`src/rtl/iawc_pkg.sv`:
```
// Shared types and constants for the integer ALU with width cast.
package iawc_pkg;

	localparam logic [4:0] OP_POW = 5'd0;
	localparam logic [4:0] OP_ADD = 5'd1;
	localparam logic [4:0] OP_SUB = 5'd2;
	localparam logic [4:0] OP_MUL = 5'd3;
	localparam logic [4:0] OP_DIV = 5'd4;
	localparam logic [4:0] OP_MOD = 5'd5;
	localparam logic [4:0] OP_SHL = 5'd6;
	localparam logic [4:0] OP_SHR = 5'd7;
	localparam logic [4:0] OP_LT  = 5'd8;
	localparam logic [4:0] OP_LE  = 5'd9;
	localparam logic [4:0] OP_GT  = 5'd10;
	localparam logic [4:0] OP_GE  = 5'd11;
	localparam logic [4:0] OP_EQ  = 5'd12;
	localparam logic [4:0] OP_NE  = 5'd13;
	localparam logic [4:0] OP_AND = 5'd14;
	localparam logic [4:0] OP_XOR = 5'd15;
	localparam logic [4:0] OP_OR  = 5'd16;

	localparam logic [2:0] ERR_OK        = 3'd0;
	localparam logic [2:0] ERR_POW_OVF   = 3'd1;
	localparam logic [2:0] ERR_BAD_OP    = 3'd2;
	localparam logic [2:0] ERR_BAD_WIDTH = 3'd3;
	localparam logic [2:0] ERR_DIV_ZERO  = 3'd4;

	// Width classes after decode.
	localparam logic [2:0] W_8   = 3'd0;
	localparam logic [2:0] W_16  = 3'd1;
	localparam logic [2:0] W_32  = 3'd2;
	localparam logic [2:0] W_64  = 3'd3;
	localparam logic [2:0] W_BAD = 3'd4;

	// Work classes chosen by the front end.
	localparam logic [1:0] K_DONE = 2'd0;  // result known at decode
	localparam logic [1:0] K_DIV  = 2'd1;
	localparam logic [1:0] K_MUL  = 2'd2;
	localparam logic [1:0] K_POW  = 2'd3;

	typedef struct packed {
		logic [1:0]  kind;
		logic        is_mod;
		logic        neg_q;      // negate quotient at the end
		logic        neg_r;      // negate remainder at the end
		logic        sgn;
		logic [63:0] a;          // magnitude or operand
		logic [63:0] b;
		logic [63:0] value;      // early result
		logic        is_bool;
		logic [2:0]  err;
		logic [2:0]  wcls;
	} iawc_job_t;

	typedef struct packed {
		logic [63:0] value;
		logic        is_bool;
		logic [2:0]  err;
	} iawc_res_t;

endpackage

```
`src/rtl/iawc_front.sv`:
```
// Front end: decodes an item, finishes simple operations, prepares long ones.
module iawc_front import iawc_pkg::*; (
	input  logic [4:0]  cmd,
	input  logic [63:0] a,
	input  logic [63:0] b,
	input  logic [6:0]  w,
	input  logic        sgn,
	output iawc_job_t   job
);
	logic [63:0] ax, bx, aneg, bneg;
	logic        lt_s, eq_v;
	logic        bigshift;

	always_comb begin
		ax = a ^ 64'h8000_0000_0000_0000;
		bx = b ^ 64'h8000_0000_0000_0000;
		aneg = ~a + 64'd1;
		bneg = ~b + 64'd1;
		lt_s = sgn ? (ax < bx) : (a < b);
		eq_v = (a == b);
		bigshift = (b[63:6] != 58'd0);
		job = '0;
		job.sgn = sgn;
		job.a = a;
		job.b = b;
		case (w)
			7'd8:    job.wcls = W_8;
			7'd16:   job.wcls = W_16;
			7'd32:   job.wcls = W_32;
			7'd64:   job.wcls = W_64;
			default: job.wcls = W_BAD;
		endcase
		case (cmd)
			OP_POW: begin
				if (b == 64'd0 || (sgn && b[63])) job.value = 64'd1;
				else if (a == 64'd0) job.value = 64'd0;
				else if (a == 64'd1) job.value = 64'd1;
				else if (sgn && a[63]) job.err = ERR_POW_OVF;
				else job.kind = K_POW;
			end
			OP_ADD: job.value = a + b;
			OP_SUB: job.value = a - b;
			OP_MUL: job.kind = K_MUL;
			OP_DIV, OP_MOD: begin
				job.is_mod = (cmd == OP_MOD);
				if (b == 64'd0) job.err = ERR_DIV_ZERO;
				else begin
					job.kind = K_DIV;
					if (sgn) begin
						job.a = a[63] ? aneg : a;
						job.b = b[63] ? bneg : b;
						job.neg_q = a[63] ^ b[63];
						job.neg_r = a[63];
					end
				end
			end
			OP_SHL: job.value = bigshift ? 64'd0 : (a << b[5:0]);
			OP_SHR: begin
				if (sgn && a[63]) job.value = bigshift ? '1 : ~((~a) >> b[5:0]);
				else job.value = bigshift ? 64'd0 : (a >> b[5:0]);
			end
			OP_LT: begin job.value = {63'd0, lt_s}; job.is_bool = 1'b1; end
			OP_LE: begin job.value = {63'd0, lt_s | eq_v}; job.is_bool = 1'b1; end
			OP_GT: begin job.value = {63'd0, ~lt_s & ~eq_v}; job.is_bool = 1'b1; end
			OP_GE: begin job.value = {63'd0, ~lt_s}; job.is_bool = 1'b1; end
			OP_EQ: begin job.value = {63'd0, eq_v}; job.is_bool = 1'b1; end
			OP_NE: begin job.value = {63'd0, ~eq_v}; job.is_bool = 1'b1; end
			OP_AND: job.value = a & b;
			OP_XOR: job.value = a ^ b;
			OP_OR:  job.value = a | b;
			default: job.err = ERR_BAD_OP;
		endcase
	end
endmodule

```
`config.mk`:
```
export PLATFORM = sky130hd
export DESIGN_NAME = iawc_front
export DESIGN_NICKNAME = d
export VERILOG_FILES = /design/src/rtl/iawc_pkg.sv /design/src/rtl/iawc_front.sv
export SDC_FILE = /design/constraint.sdc
export NUM_CORES = 1
export LEC_CHECK = 0
export BUFFER_PORTS_ARGS = -buffer_cell sky130_fd_sc_hd__buf_2
export CORE_ASPECT_RATIO = 1.4
export CORE_MARGIN = 4
export CORE_UTILIZATION = 40
export DETAILED_ROUTE_END_ITERATION = 16
export GPL_TIMING_DRIVEN = 0
export PLACE_DENSITY = 0.68
export REMOVE_ABC_BUFFERS = 1
export SYNTH_ARGS = -nofsm -noshare
export SYNTH_HDL_FRONTEND = slang
export SYNTH_SLANG_ARGS = --single-unit
```
`constraint.sdc`:
```
create_clock -name vclk -period 7.6
set_clock_uncertainty 0.15 [all_clocks]
set_input_delay 0.38 -clock vclk [all_inputs]
set_output_delay 0.38 -clock vclk [all_outputs]
set_load 0.02 [all_outputs]
```
==> flow_summary.toml <==
[timing]
slew_headroom_pct = 5.49
finalCriticalPeriod_ns = 7.34
hold_viol = 0
setup_viol = 0
fmax_mhz = 136
worstMarginPinSlew_ns = 1.41
period_share_pct = 96.6
rsz0062_at_grt = "no"
holdWs_ns = 0.925
maxSlewViolCount = 0

[synthesis]
yosysWarnings = 0
netlist_area_sq_mm = 0.0224
synth_cells = 3475
synth_area_per_cell_sq_um = 6.46
ys_seq_area_share_pct = 0
ys_types = 89

[detailed_routing]
drt_wl_total_um = 132000
drt_iter0_drc = 3697
viasPerCell = 6.88
final_antenna_net_count = 0
route.met2.wl_um = 59400
m1WireLength_um = 47100
vias = 29623
dr.pass1.iters = 6
wl_per_cell_um = 30.6
drc = 0
wl_met3_um = 11500
highest_layer = "met5"

[global_route]
antenna_found_initial = 1
grt_pass1_vias = 27650
grt_max_degree = 98
grt_pass1_wl_um = 189000
gr-total-overflow = 0
track_usage_pct = 40.8

[outcome]
outcome = "completed"

[place]
placed_area_sq_mm = 0.0247
gp_congestion = 1.05
dp_cells = 4304
place_hpwl_um = 106000
port_buffers = 346

[finish]
stdcell_area_sq_mm = 0.0247
regArea_sq_um = 0
clockBufferCount = 0
drive_gt1_share_pct = 15.6
num_antenna_cells = 0
fin_cells = 4305
final_nets = 3948
area_growth_pct = 10.0
design.seq.count = 0
fillerInstances = 6154

[floorplanning]
fp.dieW_um = 208
start_util_pct = 40.5
die_h_um = 288
num_rows = 102
ioPinCount = 346
core_area_sq_mm = 0.0554
die_area_sq_mm = 0.0600

[power]
switching_share_pct = 68.7
switchingPower_w = 0.00135
power_w = 0.00196
cellInternalPower_w = 0.000612
leakage_nw = 10.3
pwr-share-comb_pct = 100.0
p_clk_share_pct = 0
seqPwrFrac_pct = 0
ir_drop_mv = 0.0359
powerDensity_mw_per_mm2 = 79.3

[job]
drv_cap = 0

[worst_hold_path]
holdPathStages = 3
min_from = "w[0]"
hold_path_class = "in2out"
hold_end = "job[2]"

[critical_path]
cp-start-kind = "input port"
required_ns = 7.07
critical_path_class = "in2out"
worst_ep_arrival_time_ns = 6.81
crit_fanout = 65
endpoint_kind = "output port"

[clocking]
post_cts_buffers = 0
cts_resized = 1
cts_hold_buf = 0
metrics by stage:
stage / TNS, ns / setup WS (ns) / util (%)
3_5_place_dp: -0.0566 / -0.0526 / 44.6
3_3_place_gp: -433.40 / -4.21 / 43.3
4_1_cts: 0 / 0.209 / 44.6
6_report: 0 / 0.257 / 44.6
5_1_grt: 0 / 0.0776 / 44.6
2_1_floorplan: 0 / 1.72 / -
cell usage in the layout (no fill, tap or decap), types with 19 or more instances in the layout:
master	netlist	routed
a21oi_1	440	439
nor2_1	452	446
mux2i_1	123	123
a31oi_1	36	36
o211ai_1	33	33
inv_1	200	197
or3_1	22	22
buf_2	34	341
mux2_2	54	54
o41ai_1	19	19
o22ai_1	89	89
nor4_1	46	45
o2111ai_1	20	20
nand3_1	74	72
xnor2_1	139	139
nand4_1	40	40
ha_1	226	226
o21ai_0	245	245
a211oi_1	53	53
mux4_2	56	56
a221oi_1	39	39
nor3_1	62	62
nand2_1	250	247
o21bai_1	49	49
a22oi_1	19	19
nor2b_1	24	24
o221ai_1	37	37
a21o_1	38	38
o31ai_1	58	56
power by group through the flow:
stage	Sequential (W)	Clock (W)	Combinational [W]
after floorplan	0	0	0.00113
after global placement	0	0	0.00188
after detailed placement	0	0	0.00188
after CTS	0	0	0.00189
after global routing	0	0	0.00206
final	0	0	0.00196
worst max path at each step:
stage / startpoint / end / slack (ns) / cells after the start
after global routing: b[1] / job[66] / 0.08 / 15
after CTS: b[5] / job[56] / 0.21 / 15
after floorplan: b[3] / job[67] / 1.72 / 13
after global placement: b[0] / job[79] / -4.21 / 13
after detailed placement: b[5] / job[66] / -0.05 / 15
final: b[5] / job[67] / 0.26 / 15
cell usage after synthesis (11+ instances only):
cell | instances | area [sq um]
o21a_1 | 14 | 105
o22ai_1 | 89 | 557
o221ai_1 | 37 | 324
or2_2 | 12 | 75.1
a31oi_1 | 36 | 225
o21bai_1 | 49 | 368
nand4_1 | 40 | 250
o2111ai_1 | 20 | 175
a221oi_1 | 39 | 342
or3_1 | 22 | 138
xnor2_1 | 139 | 1220
and2_1 | 16 | 100
inv_1 | 200 | 751
nor2_1 | 452 | 1700
and3_1 | 11 | 68.8
or4_1 | 15 | 113
a221o_1 | 15 | 150
nor3_1 | 62 | 310
o211ai_1 | 33 | 248
a22oi_1 | 19 | 143
a21o_1 | 38 | 285
a21oi_1 | 440 | 2200
buf_2 | 34 | 170
buf_1 | 33 | 124
o21ai_0 | 245 | 1230
nand2b_1 | 16 | 100
mux2i_1 | 123 | 1230
clkbuf_1 | 200 | 751
nand3_1 | 74 | 370
o31ai_1 | 58 | 435
o41ai_1 | 19 | 166
nor4_1 | 46 | 288
nand2_1 | 250 | 938
mux4_2 | 56 | 1260
mux2_2 | 54 | 608
nor2b_1 | 24 | 150
ha_1 | 226 | 2830
a211oi_1 | 53 | 398
worst max-delay path, stage by stage:
cell and delay (ns):
clkbuf_4 0.61, inv_1 0.65, ha_1 0.63, and3_1 0.21
a221oi_1 0.66, nor4_1 0.35, o31ai_1 0.96, a21oi_1 0.25
or2_2 0.39, o31ai_1 0.66, a21oi_1 0.17, o21ai_0 0.23
mux2i_1 0.09, o21ai_0 0.27, buf_2 0.23
logic make-up after synthesis:
group	count (synthesis)	share of synthesized area, %
compound gates	1314	37.3
xor+xnor	141	5.50
fa+ha+maj	228	12.8
buf+inv	481	8.45
mux	233	13.8
simple gates	1078	22.2
layer usage:
layer	global-route usage [%]	up-vias
li1	-	13145
met1	47.1	14031
met2	67.1	1928
met3	6.15	517
met4	32.5	2
met5	0	-
area by class of cell:
cell class | instances | area (sq um) | share of cell area [%]
tap | 728 | 911 | 3.69
multi-input combinational | 2994 | 20600 | 83.6
inverter | 204 | 773 | 3.13
timing repair buffer | 379 | 2370 | 9.60
Power figures use the tool's default switching activity.
