<file path="config.mk">
export PLATFORM = sky130hd
export DESIGN_NAME = iawc_exec
export DESIGN_NICKNAME = d
export VERILOG_FILES = /design/src/rtl/iawc_pkg.sv /design/src/rtl/iawc_exec.sv
export SDC_FILE = /design/constraint.sdc
export NUM_CORES = 2
export LEC_CHECK = 0
export BUFFER_PORTS_ARGS = -buffer_cell sky130_fd_sc_hd__buf_4
export CAP_MARGIN = 20
export CORE_MARGIN = 1
export CORE_UTILIZATION = 59
export CTS_CLUSTER_SIZE = 16
export DETAILED_ROUTE_END_ITERATION = 10
export PLACE_DENSITY = 0.8
export SLEW_MARGIN = 25
export SYNTH_ARGS = -nofsm -noshare
export SYNTH_HDL_FRONTEND = slang
export SYNTH_SLANG_ARGS = --single-unit
</file>
<file path="constraint.sdc">
create_clock -name clk -period 10.7 [get_ports clk]
set_clock_uncertainty 0.1 [all_clocks]
set_input_delay 0.535 -clock clk [delete_from_list [all_inputs] [get_ports clk]]
set_output_delay 0.535 -clock clk [all_outputs]
set_load 0.01 [all_outputs]
</file>
<file path="src/rtl/iawc_pkg.sv">
// Shared types and constants for the integer ALU with width cast.
package iawc_pkg;

	localparam logic [4:0] OP_POW = 5'd0;
	localparam logic [4:0] OP_ADD = 5'd1;
	localparam logic [4:0] OP_SUB = 5'd2;
	localparam logic [4:0] OP_MUL = 5'd3;
	localparam logic [4:0] OP_DIV = 5'd4;
	localparam logic [4:0] OP_MOD = 5'd5;
	localparam logic [4:0] OP_SHL = 5'd6;
	localparam logic [4:0] OP_SHR = 5'd7;
	localparam logic [4:0] OP_LT  = 5'd8;
	localparam logic [4:0] OP_LE  = 5'd9;
	localparam logic [4:0] OP_GT  = 5'd10;
	localparam logic [4:0] OP_GE  = 5'd11;
	localparam logic [4:0] OP_EQ  = 5'd12;
	localparam logic [4:0] OP_NE  = 5'd13;
	localparam logic [4:0] OP_AND = 5'd14;
	localparam logic [4:0] OP_XOR = 5'd15;
	localparam logic [4:0] OP_OR  = 5'd16;

	localparam logic [2:0] ERR_OK        = 3'd0;
	localparam logic [2:0] ERR_POW_OVF   = 3'd1;
	localparam logic [2:0] ERR_BAD_OP    = 3'd2;
	localparam logic [2:0] ERR_BAD_WIDTH = 3'd3;
	localparam logic [2:0] ERR_DIV_ZERO  = 3'd4;

	// Width classes after decode.
	localparam logic [2:0] W_8   = 3'd0;
	localparam logic [2:0] W_16  = 3'd1;
	localparam logic [2:0] W_32  = 3'd2;
	localparam logic [2:0] W_64  = 3'd3;
	localparam logic [2:0] W_BAD = 3'd4;

	// Work classes chosen by the front end.
	localparam logic [1:0] K_DONE = 2'd0;  // result known at decode
	localparam logic [1:0] K_DIV  = 2'd1;
	localparam logic [1:0] K_MUL  = 2'd2;
	localparam logic [1:0] K_POW  = 2'd3;

	typedef struct packed {
		logic [1:0]  kind;
		logic        is_mod;
		logic        neg_q;      // negate quotient at the end
		logic        neg_r;      // negate remainder at the end
		logic        sgn;
		logic [63:0] a;          // magnitude or operand
		logic [63:0] b;
		logic [63:0] value;      // early result
		logic        is_bool;
		logic [2:0]  err;
		logic [2:0]  wcls;
	} iawc_job_t;

	typedef struct packed {
		logic [63:0] value;
		logic        is_bool;
		logic [2:0]  err;
	} iawc_res_t;

endpackage

</file>
<file path="src/rtl/iawc_exec.sv">
// Back end: iterative divider, split multiplier, stepwise power, width cast.
module iawc_exec import iawc_pkg::*; (
	input  logic      clk,
	input  logic      arst_n,
	input  logic      job_valid,
	output logic      job_ready,
	input  iawc_job_t job,
	output logic      res_valid,
	input  logic      res_ready,
	output iawc_res_t res
);
	localparam logic [2:0] ST_IDLE = 3'd0;
	localparam logic [2:0] ST_DIV  = 3'd1;
	localparam logic [2:0] ST_MUL  = 3'd2;
	localparam logic [2:0] ST_POWC = 3'd3;
	localparam logic [2:0] ST_POWM = 3'd4;
	localparam logic [2:0] ST_FIN  = 3'd5;

	logic [2:0]  st_q;
	iawc_job_t   j_q;
	logic [63:0] quo_q, rem_q, acc_q, cnt_q, r_q;
	logic [1:0]  part_q;
	logic [6:0]  step_q;
	logic        ovf_q;
	logic [63:0] value_q;
	logic        vld_q;
	iawc_res_t   res_q;

	logic [64:0] rsh, rdiff;
	logic [31:0] ma, mb;
	logic [63:0] pp;
	logic [63:0] limit;
	logic [63:0] fin_v, cast_v;
	logic [2:0]  fin_e;
	logic [63:0] div_rem, div_quo, div_v;
	logic [63:0] pow_add, pow_sum;
	logic        pow_cy, pow_lost, pow_ovf;

	assign job_ready = (st_q == ST_IDLE);
	assign res_valid = vld_q;
	assign res = res_q;

	always_comb begin
		rsh = {rem_q, quo_q[63]};
		rdiff = rsh - {1'b0, j_q.b};
		div_rem = rdiff[64] ? rsh[63:0] : rdiff[63:0];
		div_quo = {quo_q[62:0], ~rdiff[64]};
		if (j_q.is_mod) div_v = j_q.neg_r ? ~div_rem + 64'd1 : div_rem;
		else div_v = j_q.neg_q ? ~div_quo + 64'd1 : div_quo;
		// 32x32 partial product; parts 0..2 build the low 64 bits of a*b
		case (part_q)
			2'd0: begin ma = j_q.a[31:0]; mb = j_q.b[31:0]; end
			2'd1: begin ma = j_q.a[63:32]; mb = j_q.b[31:0]; end
			default: begin ma = j_q.a[31:0]; mb = j_q.b[63:32]; end
		endcase
		pp = {32'd0, ma} * {32'd0, mb};
		limit = j_q.sgn ? 64'h7FFF_FFFF_FFFF_FFFF : '1;
		// One shift-add step of r_q times the base; bits pushed past bit 63
		// or a carry out of the sum mean the product no longer fits.
		pow_add = j_q.a[step_q[5:0]] ? (r_q << step_q[5:0]) : 64'd0;
		{pow_cy, pow_sum} = {1'b0, acc_q} + {1'b0, pow_add};
		pow_lost = j_q.a[step_q[5:0]] && step_q != 7'd0 &&
			(r_q >> (7'd64 - step_q)) != 64'd0;
		pow_ovf = pow_cy | pow_lost | (step_q == 7'd63 && pow_sum > limit);
		fin_v = value_q;
		fin_e = ovf_q ? ERR_POW_OVF : ERR_OK;
		case (j_q.wcls)
			W_8:  cast_v = {{56{fin_v[7]}}, fin_v[7:0]};
			W_16: cast_v = {{48{fin_v[15]}}, fin_v[15:0]};
			W_32: cast_v = {{32{fin_v[31]}}, fin_v[31:0]};
			default: cast_v = fin_v;
		endcase
	end

	always_ff @(posedge clk) begin
		case (st_q)
			ST_IDLE: if (job_valid) begin
				j_q <= job;
				quo_q <= job.a;
				rem_q <= 64'd0;
				acc_q <= 64'd0;
				part_q <= 2'd0;
				step_q <= 7'd0;
				r_q <= 64'd1;
				cnt_q <= job.b;
				ovf_q <= 1'b0;
				value_q <= job.value;
			end
			ST_DIV: begin
				rem_q <= div_rem;
				quo_q <= div_quo;
				step_q <= step_q + 7'd1;
				if (step_q == 7'd63) value_q <= div_v;
			end
			ST_MUL: begin
				case (part_q)
					2'd0: acc_q <= pp;
					default: acc_q <= acc_q + {pp[31:0], 32'd0};
				endcase
				part_q <= part_q + 2'd1;
				if (part_q == 2'd2) value_q <= acc_q + {pp[31:0], 32'd0};
			end
			ST_POWC: begin
				// Check whether the exponent is used up or the product overflowed.
				acc_q <= 64'd0;
				if (cnt_q == 64'd0 || ovf_q) value_q <= ovf_q ? 64'd0 : r_q;
			end
			ST_POWM: begin
				// multiply r_q by base using shift-add, one bit per cycle
				acc_q <= pow_sum;
				if (pow_ovf) ovf_q <= 1'b1;
				if (step_q == 7'd63) begin
					step_q <= 7'd0;
					r_q <= pow_sum;
					cnt_q <= cnt_q - 64'd1;
				end else begin
					step_q <= step_q + 7'd1;
				end
			end
			ST_FIN: if (res_ready | ~vld_q) begin
				res_q.value <= (fin_e != ERR_OK || j_q.err != ERR_OK) ? 64'd0 :
					(j_q.is_bool ? fin_v : (j_q.wcls == W_BAD ? 64'd0 : cast_v));
				res_q.is_bool <= j_q.is_bool && j_q.err == ERR_OK;
				res_q.err <= (j_q.err != ERR_OK) ? j_q.err :
					(fin_e != ERR_OK) ? fin_e :
					(!j_q.is_bool && j_q.wcls == W_BAD) ? ERR_BAD_WIDTH : ERR_OK;
			end
			default: ;
		endcase
	end

	always_ff @(posedge clk or negedge arst_n) begin
		if (!arst_n) begin
			st_q <= ST_IDLE;
			vld_q <= 1'b0;
		end else begin
			if (st_q == ST_FIN && (res_ready | ~vld_q)) vld_q <= 1'b1;
			else if (res_ready) vld_q <= 1'b0;
			case (st_q)
				ST_IDLE: if (job_valid) begin
					case (job.kind)
						K_DIV:   st_q <= ST_DIV;
						K_MUL:   st_q <= ST_MUL;
						K_POW:   st_q <= ST_POWC;
						default: st_q <= ST_FIN;
					endcase
				end
				ST_DIV: if (step_q == 7'd63) st_q <= ST_FIN;
				ST_MUL: if (part_q == 2'd2) st_q <= ST_FIN;
				ST_POWC: st_q <= (cnt_q == 64'd0 || ovf_q) ? ST_FIN : ST_POWM;
				ST_POWM: if (step_q == 7'd63) st_q <= ST_POWC;
				ST_FIN: if (res_ready | ~vld_q) st_q <= ST_IDLE;
				default: st_q <= ST_IDLE;
			endcase
		end
	end
endmodule

</file>
==> qor.txt <==
Final hold vios - 0
Area leader, netlist - edfxtp_1
CTS tree - done
Clock Sink Count - 605
Reg-to-Reg Start - part_q[0]
Syn Inst Count - 8,805
Max_cap viols - 0
Combinational family with the most area after synthesis - adder cells
Setup TNS - 0 ps
Pre-antenna DRT Iters - 10
Dpl ws - -89.4 ps
Total number of vias - 74,900
Layout area overhead - 14.5%
Synth top area share - 0.228
Post-DP HPWL - 280,000 um
Final setup margin - 78.8 ps
Port-buffer cells - 278
Achievable frequency - 94.2 MHz
Starting Density - 0.598
Final Core Density - 0.684
Final Setup Violations - 0
Post-synth top cells - nand2_1, inv_1, nor2_1
Worst path bufs/invs - 9
Post-Syn Area - 0.0790 mm^2
Top Metal Used - met5
Initial antenna violation count - 26
Die Wd - 368 um
YS warnings - 0
Top FF cell, synth - edfxtp_1
HP Class - input pin to flop
Worst Max-Slew Pin Slew - 1270 ps
Fill cells - 10,300
Final Wtd Congestion - 1.13
Crit-path slowest cell - fa_1
Register area share after synthesis - 0.230
Global-route wire length before repair - 498,000 um
Slew Limit Fails - 0
DRT met1 WL - 120,000 um
Top Ports - 279
Aggregate global routing overflow - 0
Share of post-route cells with drive strength above 1 - 0.139
CP arrival - 10,970 ps
CP max stage delay - 610 ps
WP data required - 11,050 ps
Antenna Nets Post-Route - 0
H-tree depth - 3
Crit-path most repeated cell - fa_1
Critical Path Sink Type - flop
Normalized max-slew margin - 0.152
Simple-gate area share of the yosys netlist - 0.174
Vias per Instance - 6.71
Net count, final - 10,900
Vias in the first global route - 73,200
Status - finished, final reports clean
Die Area - 0.135 mm^2
Min Tclk post-route - 10,620 ps
Synth Area in Compound Gates - 0.128
CP startpoint - part_q[0]
Clk root buf - clkbuf_16
Critical path's top delay family - adder cells
Initial DRC Count - 11,700
CP max FO - 7
Adder-cell share of the synthesized area - 0.296
Clk_lat worst skew - 740 ps
RSZ-0062 raised after global routing - yes
Met2 wire len - 140,000 um
FFs w/ async S/R, synth - 0.00661
Synthesized Nets - 10,300
Largest net degree at the start of global routing - 137
Crit Path Category - flop to flop
Rows - 133
Proportion of synthesized area in mux cells - 0.0590
DRC viols - 0
Syn Area/Cell - 8.97 um^2
EDFF count, synth - 601
Top-count cell post-synth - nand2_1
XOR/XNOR Fraction of Synth Area - 0.0410
Final Cycle Share - 0.993
CTS Buf Count - 75
Die Ht - 368 um
Reg clk slew, reported paths - 60 ps
Startpoint Class - flop
Hold Startpoint - job[166]
Metal3 WL - 58,600 um
Routed length per instance - 31.3 um
Total Wirelength - 349,000 um
Gr usage total - 0.510
Top post-synthesis cells by area - edfxtp_1, fa_1, ha_1
CTS max path bufs - 3
Post-synthesis register bit count - 605
Distinct cells, synth - 125
Core ar. - 0.132 mm^2
-- registers in the layout, indices dropped and copies added, names as in the netlist --
name / cells
part_q: 2
res: 68
j_q: 139
r_q: 64
rem_q: 64
ovf_q: 1
quo_q: 64
step_q: 7
cnt_q: 64
st_q: 3
res_valid: 1
fin_v: 64
acc_q: 64
-- worst reg2reg max path, delay by kind of cell (launching register included) --
kind | cells | cell delay (ps)
fa+ha+maj | 11 | 5130
buf+inv | 9 | 1470
compound gates | 6 | 1400
simple gates | 6 | 790
xor+xnor | 2 | 650
mux | 2 | 420
flops | 1 | 420
-- stage by stage --
step | area, um^2 | std cells | hold slack [ps]
after floorplan | 79000 | 8805 | 139
after global placement | 86100 | 10900 | 239
after detailed placement | 86100 | 10900 | 239
after CTS | 89700 | 11100 | 0.643
after global routing | 90400 | 11200 | 3.14
final | 90400 | 11200 | 27.4
-- final cells by class --
cell class / instances / area (um^2) / area share
clock inverter: 44 / 513 / 0.00567
tap: 1755 / 2200 / 0.0243
timing repair buffer: 925 / 7890 / 0.0873
clock buffer: 93 / 1970 / 0.0217
antenna: 15 / 37.5 / 0.000415
sequential: 605 / 18100 / 0.201
inverter: 1008 / 3790 / 0.0419
multi-input combinational: 6719 / 55900 / 0.618
-- what timing repair did --
action | 4_1_cts | 5_1_grt
pin swaps | 0 | 22
gates cloned | 0 | 5
hold endpoints to repair | 146 | 1
resized for setup | 4 | 73
setup endpoints to repair | 4 | 21
hold buffers | 108 | 1
buffers inserted | 0 | 17
-- worst paths after layout --
path / endpoint / slack [ps] / depth (start not counted)
hold / removal: j_q[166] / 30 / 1
hold reg to reg: res[8] / 430 / 1
min in group asynchronous: st_q[1] / 100 / 2
setup / recovery: fin_v[63] / 80 / 36
max in group asynchronous: res_valid / 10290 / 2
setup reg to reg: fin_v[63] / 80 / 36
-- cell families after synthesis --
| kind of cell | after synthesis |
|---|---|
| and+or+nand+nor | 3121 |
| AOI/OAI and AO/OA | 1545 |
| buffers and inverters | 1481 |
| adders and majority gates | 1330 |
| DFF | 605 |
| xor gates and xnor gates | 368 |
| muxes | 355 |
-- layout by cell type, fill, tap and decap left out, types with 55 or more instances in the layout --
| master | synthesis | layout |
|---|---|---|
| nand2_1 | 1313 | 1309 |
| or3_1 | 59 | 59 |
| a211oi_1 | 73 | 70 |
| a21o_1 | 125 | 125 |
| xor2_1 | 177 | 174 |
| xnor2_1 | 190 | 182 |
| edfxtp_1 | 601 | 601 |
| nor2_1 | 1004 | 1001 |
| mux2i_1 | 189 | 176 |
| mux2_2 | 83 | 80 |
| ha_1 | 431 | 424 |
| fa_1 | 899 | 898 |
| and2_1 | 82 | 81 |
| a21oi_1 | 403 | 397 |
| buf_4 | 6 | 756 |
| o21ai_0 | 353 | 331 |
| dlygate4sd3_1 | 0 | 109 |
| nand3_1 | 102 | 102 |
| nor3_1 | 143 | 141 |
| inv_1 | 1004 | 1002 |
| clkbuf_16 | 0 | 80 |
| mux4_2 | 79 | 79 |
| a31oi_1 | 55 | 55 |
-- layer usage --
layer  GRT usage  vias up
met5           0        -
met4       0.350       24
met3       0.232     1323
met2       0.705     6382
met1       0.635    36200
li1            -    30900
Power is not shown: default switching activity piles up to over one toggle a cycle in this logic, so the estimate is an artifact.
