$ cat config.mk
export PLATFORM = sky130hd
export DESIGN_NAME = iawc_queue
export DESIGN_NICKNAME = d
export VERILOG_FILES = /design/src/rtl/iawc_pkg.sv /design/src/rtl/iawc_queue.sv
export SDC_FILE = /design/constraint.sdc
export NUM_CORES = 1
export LEC_CHECK = 0
export BUFFER_PORTS_ARGS = -buffer_cell sky130_fd_sc_hd__buf_2
export CAP_MARGIN = 15
export CORE_MARGIN = 3
export CORE_UTILIZATION = 40
export DETAILED_ROUTE_END_ITERATION = 6
export PLACE_DENSITY = 0.68
export RECOVER_POWER = 25
export SETUP_SLACK_MARGIN = 0.15
export SYNTH_ARGS = -nofsm -noshare
export SYNTH_HDL_FRONTEND = slang
export SYNTH_SLANG_ARGS = --single-unit
$ cat constraint.sdc
create_clock -name clk -period 15.9 [get_ports clk]
set_clock_uncertainty 0.1 [all_clocks]
set_input_delay 3.18 -clock clk [delete_from_list [all_inputs] [get_ports clk]]
set_output_delay 3.18 -clock clk [all_outputs]
set_load 0.1 [all_outputs]
$ cat src/rtl/iawc_pkg.sv
// Shared types and constants for the integer ALU with width cast.
package iawc_pkg;

	localparam logic [4:0] OP_POW = 5'd0;
	localparam logic [4:0] OP_ADD = 5'd1;
	localparam logic [4:0] OP_SUB = 5'd2;
	localparam logic [4:0] OP_MUL = 5'd3;
	localparam logic [4:0] OP_DIV = 5'd4;
	localparam logic [4:0] OP_MOD = 5'd5;
	localparam logic [4:0] OP_SHL = 5'd6;
	localparam logic [4:0] OP_SHR = 5'd7;
	localparam logic [4:0] OP_LT  = 5'd8;
	localparam logic [4:0] OP_LE  = 5'd9;
	localparam logic [4:0] OP_GT  = 5'd10;
	localparam logic [4:0] OP_GE  = 5'd11;
	localparam logic [4:0] OP_EQ  = 5'd12;
	localparam logic [4:0] OP_NE  = 5'd13;
	localparam logic [4:0] OP_AND = 5'd14;
	localparam logic [4:0] OP_XOR = 5'd15;
	localparam logic [4:0] OP_OR  = 5'd16;

	localparam logic [2:0] ERR_OK        = 3'd0;
	localparam logic [2:0] ERR_POW_OVF   = 3'd1;
	localparam logic [2:0] ERR_BAD_OP    = 3'd2;
	localparam logic [2:0] ERR_BAD_WIDTH = 3'd3;
	localparam logic [2:0] ERR_DIV_ZERO  = 3'd4;

	// Width classes after decode.
	localparam logic [2:0] W_8   = 3'd0;
	localparam logic [2:0] W_16  = 3'd1;
	localparam logic [2:0] W_32  = 3'd2;
	localparam logic [2:0] W_64  = 3'd3;
	localparam logic [2:0] W_BAD = 3'd4;

	// Work classes chosen by the front end.
	localparam logic [1:0] K_DONE = 2'd0;  // result known at decode
	localparam logic [1:0] K_DIV  = 2'd1;
	localparam logic [1:0] K_MUL  = 2'd2;
	localparam logic [1:0] K_POW  = 2'd3;

	typedef struct packed {
		logic [1:0]  kind;
		logic        is_mod;
		logic        neg_q;      // negate quotient at the end
		logic        neg_r;      // negate remainder at the end
		logic        sgn;
		logic [63:0] a;          // magnitude or operand
		logic [63:0] b;
		logic [63:0] value;      // early result
		logic        is_bool;
		logic [2:0]  err;
		logic [2:0]  wcls;
	} iawc_job_t;

	typedef struct packed {
		logic [63:0] value;
		logic        is_bool;
		logic [2:0]  err;
	} iawc_res_t;

endpackage

$ cat src/rtl/iawc_queue.sv
// Two-entry queue between the front end and the execution unit.
module iawc_queue import iawc_pkg::*; (
	input  logic      clk,
	input  logic      arst_n,
	input  logic      in_valid,
	output logic      in_ready,
	input  iawc_job_t in_job,
	output logic      out_valid,
	input  logic      out_ready,
	output iawc_job_t out_job
);
	iawc_job_t mem_q [2];
	logic      wp_q, rp_q;
	logic [1:0] cnt_q;
	logic      wr, rd;

	assign in_ready  = (cnt_q != 2'd2);
	assign out_valid = (cnt_q != 2'd0);
	assign out_job   = mem_q[rp_q];
	assign wr = in_valid & in_ready;
	assign rd = out_valid & out_ready;

	always_ff @(posedge clk) begin
		if (wr) mem_q[wp_q] <= in_job;
	end

	always_ff @(posedge clk or negedge arst_n) begin
		if (!arst_n) begin
			wp_q <= 1'b0;
			rp_q <= 1'b0;
			cnt_q <= 2'd0;
		end else begin
			if (wr) wp_q <= ~wp_q;
			if (rd) rp_q <= ~rp_q;
			cnt_q <= cnt_q + {1'b0, wr} - {1'b0, rd};
		end
	end
endmodule

==> results of run 1 <==
==> worst max-delay path: cells and delay by family (launching register included) <==
family   cells  cell delay (ns)
mux          1             0.30
buf+inv      3             2.01
flops        1             0.86
==> metrics by stage <==
step | worst slack (ns) | area [sq um] | hold slack [ns]
floorplan | 3.19 | 15600 | 0.361
global placement | 9.37 | 18100 | 0.394
detailed placement | 9.30 | 18100 | 0.407
CTS | 8.69 | 19500 | 0.423
global route | 8.51 | 19500 | 0.435
finish | 8.74 | 19500 | 0.420
==> layout by cell type (no fill, tap or decap), types with 2 or more instances in the layout <==
| master | n |
|---|---|
| mux2_4 | 140 |
| ha_1 | 2 |
| clkinv_2 | 8 |
| clkinv_1 | 4 |
| clkbuf_8 | 3 |
| clkbuf_16 | 45 |
| xnor2_1 | 3 |
| bufinv_16 | 4 |
| dfrtp_1 | 3 |
| buf_2 | 380 |
| clkbuf_1 | 44 |
| buf_4 | 8 |
| edfxtp_1 | 410 |
| mux2_2 | 65 |
==> how the worst max path moves through the flow <==
| stage | end | slack [ns] | startpoint | cells after the start |
|---|---|---|---|---|
| finish | out_job[112] | 8.74 | rp_q | 4 |
| global route | out_job[112] | 8.51 | rp_q | 4 |
| CTS | out_job[112] | 8.69 | rp_q | 4 |
| detailed placement | out_job[112] | 9.30 | rp_q | 4 |
| global placement | out_job[106] | 9.37 | rp_q | 4 |
| floorplan | mem_q[0][0] | 3.19 | in_valid | 2 |
==> registers in the layout, summed over array words and instances (netlist names) <==
register,count
rp_q,1
mem_q,410
wp_q,1
cnt_q,2
==> cells by family (layout without fill, tap and decap cells) <==
group / count (synthesis) / count (layout) / synth area share (%)
xor+xnor: 4 / 4 / 0.225
simple gates: 6 / 6 / 0.209
fa+ha+maj: 2 / 2 / 0.161
other cells: 0 / 1 / 0
buf+inv: 24 / 499 / 1.45
flops: 414 / 414 / 79.7
mux: 205 / 205 / 18.2
==> per-layer routing <==
layer / up-vias / wire length [um] / part of all wire, % / track usage, %
met2: 305 / 16800 / 52 / 26.4
met5: - / 13 / 0.040 / 0
met1: 3780 / 11900 / 37 / 17.2
met4: 2 / 934 / 2.9 / 5.97
met3: 57 / 2820 / 8.7 / 5.24
li1: 3514 / - / - / -
==> cell type report <==
type	count	area share [%]
Clock inverter	18	0.982
Multi-Input combinational cell	217	15.1
Sequential cell	414	63.7
Inverter	1	0.0193
Antenna cell	1	0.0128
Clock buffer	57	6.16
Tap cell	511	3.28
Timing Repair Buffer	423	10.7
==> summary.md, run 1 <==
| Metric | Value |
|---|---|
| Status | `completed` |
| Reg2Reg Setup Slack | `~13 ns` |
| Largest net degree at the start of global routing | `76` |
| WL final | `approximately 32 mm` |
| Vias/cell | `between 4 and 5` |
| Most common flop cell mapped by yosys | `edfxtp_1` |
| Number of synthesized flops with an enable pin | `410` |
| FP Rows | `between 70 and 80` |
| DR iter-0 viols | `about 320` |
| Core footprint | `around 38,000 sq um` |
| Period utilization | `roughly 45%` |
| Slowest stage cell, crit path | `dfrtp_4` |
| Post-synth net total | `between 800 and 900` |
| Hold path start | `cnt_q[0]` |
| CTS buffer count | `42` |
| GRT overflow | `0` |
| CP Capture Type | `output port` |
| Largest area contributor in the netlist | `edfxtp_1` |
| Final setup viols | `0` |
| Post CTS Setup Buffer Count | `0` |
| Clock root buffer | `clkbuf_16` |
| Global-route wire length before repair | `47.9 mm` |
| Tmin final | `between 7 and 8 ns` |
| Cell Count, Final, Fillers Out | `about 1,600` |
| Flops & latches, synth | `approximately 410` |
| Avg Cell Area, Syn | `approximately 24 sq um` |
| Clock sink count | `414` |
| IO Port Bufs | `415` |
| RSZ-0062 raised after global routing | `no` |
| Tightest Pin Transition | `between 1 and 1.5 ns` |
| Deepest clock path buffer count | `3` |
| H-tree Lvls | `2` |
| Ports | `416` |
| GR Util All Layers | `about 15%` |
| Final Hold Fails | `0` |
| Final nets | `about 1,300` |
| Vias | `~7,700` |
| Worst Hold Path Cells | `1` |
| Drt drc | `0` |
| Kind of launch point of the worst setup path | `flip-flop` |
| Hold_buf cts | `0` |
| Mapped Area | `about 16,000 sq um` |
| Vias in the first global route | `approximately 8,200` |
| Cell count of the worst reg-to-reg path | `5` |
| R2r startpoint | `cnt_q[1]` |
| Crit Path Max Fanout | `57` |
| Slowest cell delay on critical path | `about 0.86 ns` |
| Worst-skew pair later-pin latency | `0.54 ns` |
| Multi-input gate area | `a little under 3000 sq um` |
| Final Slew Violations | `0` |
| Post-CTS Resized | `0` |
| Post-synthesis sequential area ratio | `between 70 and 80%` |
| Layout cells sized above 1 | `58.3%` |
| Synthesized instance count | `~660` |
| Initial antenna violation count | `2` |
| Die area | `around 41,000 sq um` |
| Arrival @ worst endpoint | `3.88 ns` |
| Drt pass-1 iters | `4` |
| Starting Density | `40.9%` |
| Cell total after placement | `1,566` |
| FF-to-FF End | `mem_q[0][113]` |
| Filler cell count | `3,173` |
| Max-Cap Viols | `0` |
| Crit-path cells | `buf_4 -> buf_4 -> mux2_4 -> buf_2` |
| Antenna violation net count after detailed routing | `0` |
| Clock transition at path regs | `approximately 0.06 ns` |
| Leading cell types by count after synthesis | `edfxtp_1, mux2_4, mux2_2` |
| Die height | `slightly above 200 um` |
| Setup CP Type | `flip-flop to output port` |
| Die X-Extent | `roughly 200 um` |
| Ys async rst share | `less than 1%` |
| Yosys warnings | `0` |
| Avg WL per Cell | `~20 um` |
| Worst Hold End | `cnt_q[0]` |
| Share of the synthesized area in the top cell type | `roughly four fifths` |
| Slew HR | `26.4%` |
| Top post-synthesis cells by area | `edfxtp_1, mux2_4, mux2_2` |
| Reg area | `around 12,000 sq um` |
| TritonCTS clock tree | `built` |
| Critical Path RT | `roughly 13 ns` |
| Core Util, Final | `51.3%` |
| TNS Setup | `0 ns` |
| Distinct cell type count after synthesis | `16` |
| Max Clk Rate | `140 MHz` |
| DP HPWL | `between 20 and 25 mm` |
| Final Wtd Congestion | `0.796` |
| Top-count cell post-synth | `edfxtp_1` |
| Min-Delay Path Class | `flip-flop to flip-flop` |
| Layout area overhead | `25.2%` |
| Cell mode on critical path | `buf_4` |
Power of run 1 is left out: the tool's default activity adds up to more than one toggle a clock period on the data nets, which glitch-free logic cannot reach.
==> run 2: changes to the inputs <==
ABC_AREA = 1   (was unset)
PLACE_DENSITY = 0.69   (was 0.68)
clock period = 7.1 ns   (was 15.9 ns; I/O delays follow)
==> run 2 against run 1 <==
Effect of this change: count of clock-buffer cells in the layout down 4; global-route usage up 2.2 points; sequential share of layout area up 1.9 points; hold slack worse by 0.032 ns; first-iteration DRC count up 90%; non-clock buffer count up 2; critical path depth up 1; synthesized area down 2.4%; design area down 3.0%; sequential cell count unchanged; routed wire length up 10%; die area down 2.3%; critical path type unchanged; critical endpoint is now out_job[32].
==> summary.md, run 2 <==
| Metric | Value |
|---|---|
| CTS buffer count | `43 (+2.4%)` |
| R2r startpoint | `cnt_q[1]` |
| Crit path depth | `5 (+1)` |
| Ports | `416 (unchanged)` |
| Layout area overhead | `24.5%` |
| Slowest cell delay on critical path | `0.79 ns (-0.07 ns)` |
| Worst-skew pair later-pin latency | `0.55 ns (about the same)` |
| TNS Setup | `0 ns (unchanged)` |
| Reg2Reg Setup Slack | `4.47 ns (-8.13 ns)` |
| Kind of launch point of the worst setup path | `flip-flop` |
| Die X-Extent | `201 um (-1.2%)` |
| FF-to-FF End | `mem_q[1][95]` |
| Synthesized instance count | `1,102 (+68%)` |
| WL final | `35.8 mm (+10%)` |
| Largest area contributor in the netlist | `edfxtp_1` |
| Post-synth net total | `1,313 (+52%)` |
| Hold_buf cts | `0 (unchanged)` |
| Final Wtd Congestion | `0.809 (+1.7%)` |
| Starting Density | `41.0% (+0.066 points)` |
| Initial antenna violation count | `8 (+6)` |
| Clock sink count | `414 (unchanged)` |
| Deepest clock path buffer count | `3 (unchanged)` |
| Leading cell types by count after synthesis | `nand2_1, edfxtp_1, buf_2` |
| FP Rows | `70 (-1.4%)` |
| RSZ-0062 raised after global routing | `no` |
| Hold path start | `wp_q` |
| Drt drc | `0 (unchanged)` |
| Tightest Pin Transition | `1.07 ns (-0.0302 ns)` |
| Global-route met1 utilization | `20.9% (+3.7 points)` |
| Reg with most FFs | `mem_q` |
| Clock root buffer | `clkbuf_16` |
| Met2 usage | `28.8% (+2.4 points)` |
| Core footprint | `37,000 sq um (-2.6%)` |
| GRT overflow | `0 (unchanged)` |
| Post CTS Setup Buffer Count | `0 (unchanged)` |
| Final setup viols | `0 (unchanged)` |
| Post-CTS Resized | `0 (unchanged)` |
| Drt pass-1 iters | `5 (+1)` |
| Worst path bufs/invs | `3 (unchanged)` |
| Synth Area in Simple Gates | `15.6% (+15 points)` |
| IO Port Bufs | `415 (unchanged)` |
| Multiplexer share of the synthesized area | `0% (-18 points)` |
| Cell mode on critical path | `nand2_1` |
| Synth Area in Compound Gates | `0% (unchanged)` |
| DR iter-0 viols | `607 (+90%)` |
| Filler cell count | `3,199 (+0.82%)` |
| Final Hold Fails | `0 (unchanged)` |
| Distinct cell type count after synthesis | `12 (-4)` |
| Tmin final | `roughly 4.8 ns` |
| Largest registers | `mem_q: 410 flops, cnt_q: 2 flops` |
| Share of the synthesized area in the top cell type | `81.1% (+1.9 points)` |
| GR Util All Layers | `17.3% (+2.2 points)` |
| Most common flop cell mapped by yosys | `edfxtp_1` |
| Min-Delay Path Class | `flip-flop to flip-flop` |
| Mapped Area | `15,200 sq um (-2.4%)` |
| Busiest grt layer | `met2` |
| Ys async rst share | `0.966% (unchanged)` |
| M3 GR Usage | `6.26% (+1.0 points)` |
| Layout cells sized above 1 | `27.9% (-30 points)` |
| Crit-path cells | `inv_6 -> buf_4 -> nand2_1 -> nand2_1 -> buf_2` |
| Die height | `201 um (-1.2%)` |
| Commonest non-fill, non-tap cell in the layout | `nand2_1` |
| Top-count cell post-synth | `nand2_1` |
| Number of synthesized flops with an enable pin | `410 (unchanged)` |
| Vias | `9,552 (+25%)` |
| Global-route wire length before repair | `54.8 mm (+14%)` |
| Kind of cell adding the most delay to the critical path | `buffers and inverters` |
| Antenna violation net count after detailed routing | `0 (unchanged)` |
| Largest family of logic cells by synthesized area | `simple AND/OR/NAND/NOR gates` |
| Cell count of the worst reg-to-reg path | `5 (unchanged)` |
| Max-Cap Viols | `0 (unchanged)` |
| Final Slew Violations | `0 (unchanged)` |
| Die area | `40,300 sq um (-2.3%)` |
| TritonCTS clock tree | `built` |
| H-tree Lvls | `2 (unchanged)` |
| Post-synthesis xor/xnor area fraction | `0% (-0.23 points)` |
| Clock transition at path regs | `0.06 ns (about the same)` |
| Setup CP Type | `flip-flop to output port` |
| Max FFs per register | `410 (unchanged)` |
| Critical Path RT | `5.58 ns (-7.04 ns)` |
| Flops & latches, synth | `414 (unchanged)` |
| Vias/cell | `4.63 (-0.82%)` |
| Final nets | `1,738 (+33%)` |
| CP Capture Type | `output port` |
| Avg Cell Area, Syn | `13.8 sq um (-42%)` |
| Crit Path Max Fanout | `134 (+140%)` |
| Synth Area in Adders | `0.165% (+0.0040 points)` |
| Vias in the first global route | `9,800 (+19%)` |
| Post-synthesis sequential area ratio | `81.7% (+2.0 points)` |
| Arrival @ worst endpoint | `3.27 ns (-0.61 ns)` |
| Yosys warnings | `0 (unchanged)` |
| Worst Hold End | `wp_q` |
| Slowest stage cell, crit path | `inv_6` |
| Slew HR | `28.5% (+2.0 points)` |
| Most frequent cells in the layout | `nand2_1, edfxtp_1, buf_2, clkbuf_1, clkbuf_16` |
| Largest net degree at the start of global routing | `135 (+78%)` |
| Top post-synthesis cells by area | `edfxtp_1, nand2_1, buf_6` |
| Status | `completed` |
| Worst Hold Path Cells | `2 (+1)` |
| Avg WL per Cell | `17.3 um (-12%)` |
| Period utilization | `roughly 68%` |
| DP HPWL | `23.3 mm (+4.3%)` |
| Max Clk Rate | `approximately 210 MHz` |
[run 2: changes by cell type after synthesis, sizes merged, moves of 3 or more]
cell / before / now
buf: 23 / 45
inv: 1 / 9
mux2: 205 / 0
nand2: 1 / 628
nand3: 0 / 3
xnor2: 3 / 0
[run 2: layer usage]
layer  part of all wire (%)  wire length, um  vias to the layer above
met3                    9.6             3440                       62
met1                     39            13800                     4495
met2                     49            17500                      412
met4                    2.6              942                        8
met5                   0.14               49                        -
li1                       -                -                     4575
[run 2: worst max path at each step]
stage	slack [ns]	endpoint	from
6_report	2.31	out_job[32]	rp_q
5_1_grt	2.05	out_job[187]	rp_q
2_1_floorplan	0.93	mem_q[0][0]	in_valid
4_1_cts	2.15	out_job[66]	rp_q
3_3_place_gp	2.78	out_job[201]	rp_q
3_5_place_dp	2.77	out_job[200]	rp_q
[run 2: cell type report]
type	count	area (sq um)	area share, %
clock inverters	23	155	0.820
diodes	3	7.51	0.0397
well taps	504	631	3.33
clock buffers	53	1160	6.11
inverters	9	46.3	0.245
repair buffers	425	2090	11.1
flip-flops and latches	414	12400	65.7
multi-input cells	634	2410	12.7
[run 2: worst register-to-register path, cell delays in order, from the launching register on]
cell and delay, ns:
dfrtp_1 0.40, nand2_1 0.12, nand2_1 0.13, nor2_4 0.11
buf_4 0.44, buf_4 0.83
[run 2: cells by family after synthesis]
logic type | count (synthesis)
DFF | 414
and+or+nand+nor | 632
adders and majority gates | 2
buffers and inverters | 54
[run 2: stage by stage]
step / area [sq um] / setup WS (ns) / utilization, % / std cells / hold WS, ns
after floorplan: 15200 / 0.931 / - / 1102 / 0.342
after global placement: 17700 / 2.78 / 47.6 / 1986 / 0.354
after detailed placement: 17700 / 2.77 / 47.6 / 1986 / 0.375
after CTS: 19000 / 2.15 / 51.2 / 2062 / 0.388
after global routing: 18900 / 2.05 / 51.0 / 2063 / 0.443
final: 18900 / 2.31 / 51.0 / 2065 / 0.388
Power of run 2 is left out for the same reason.
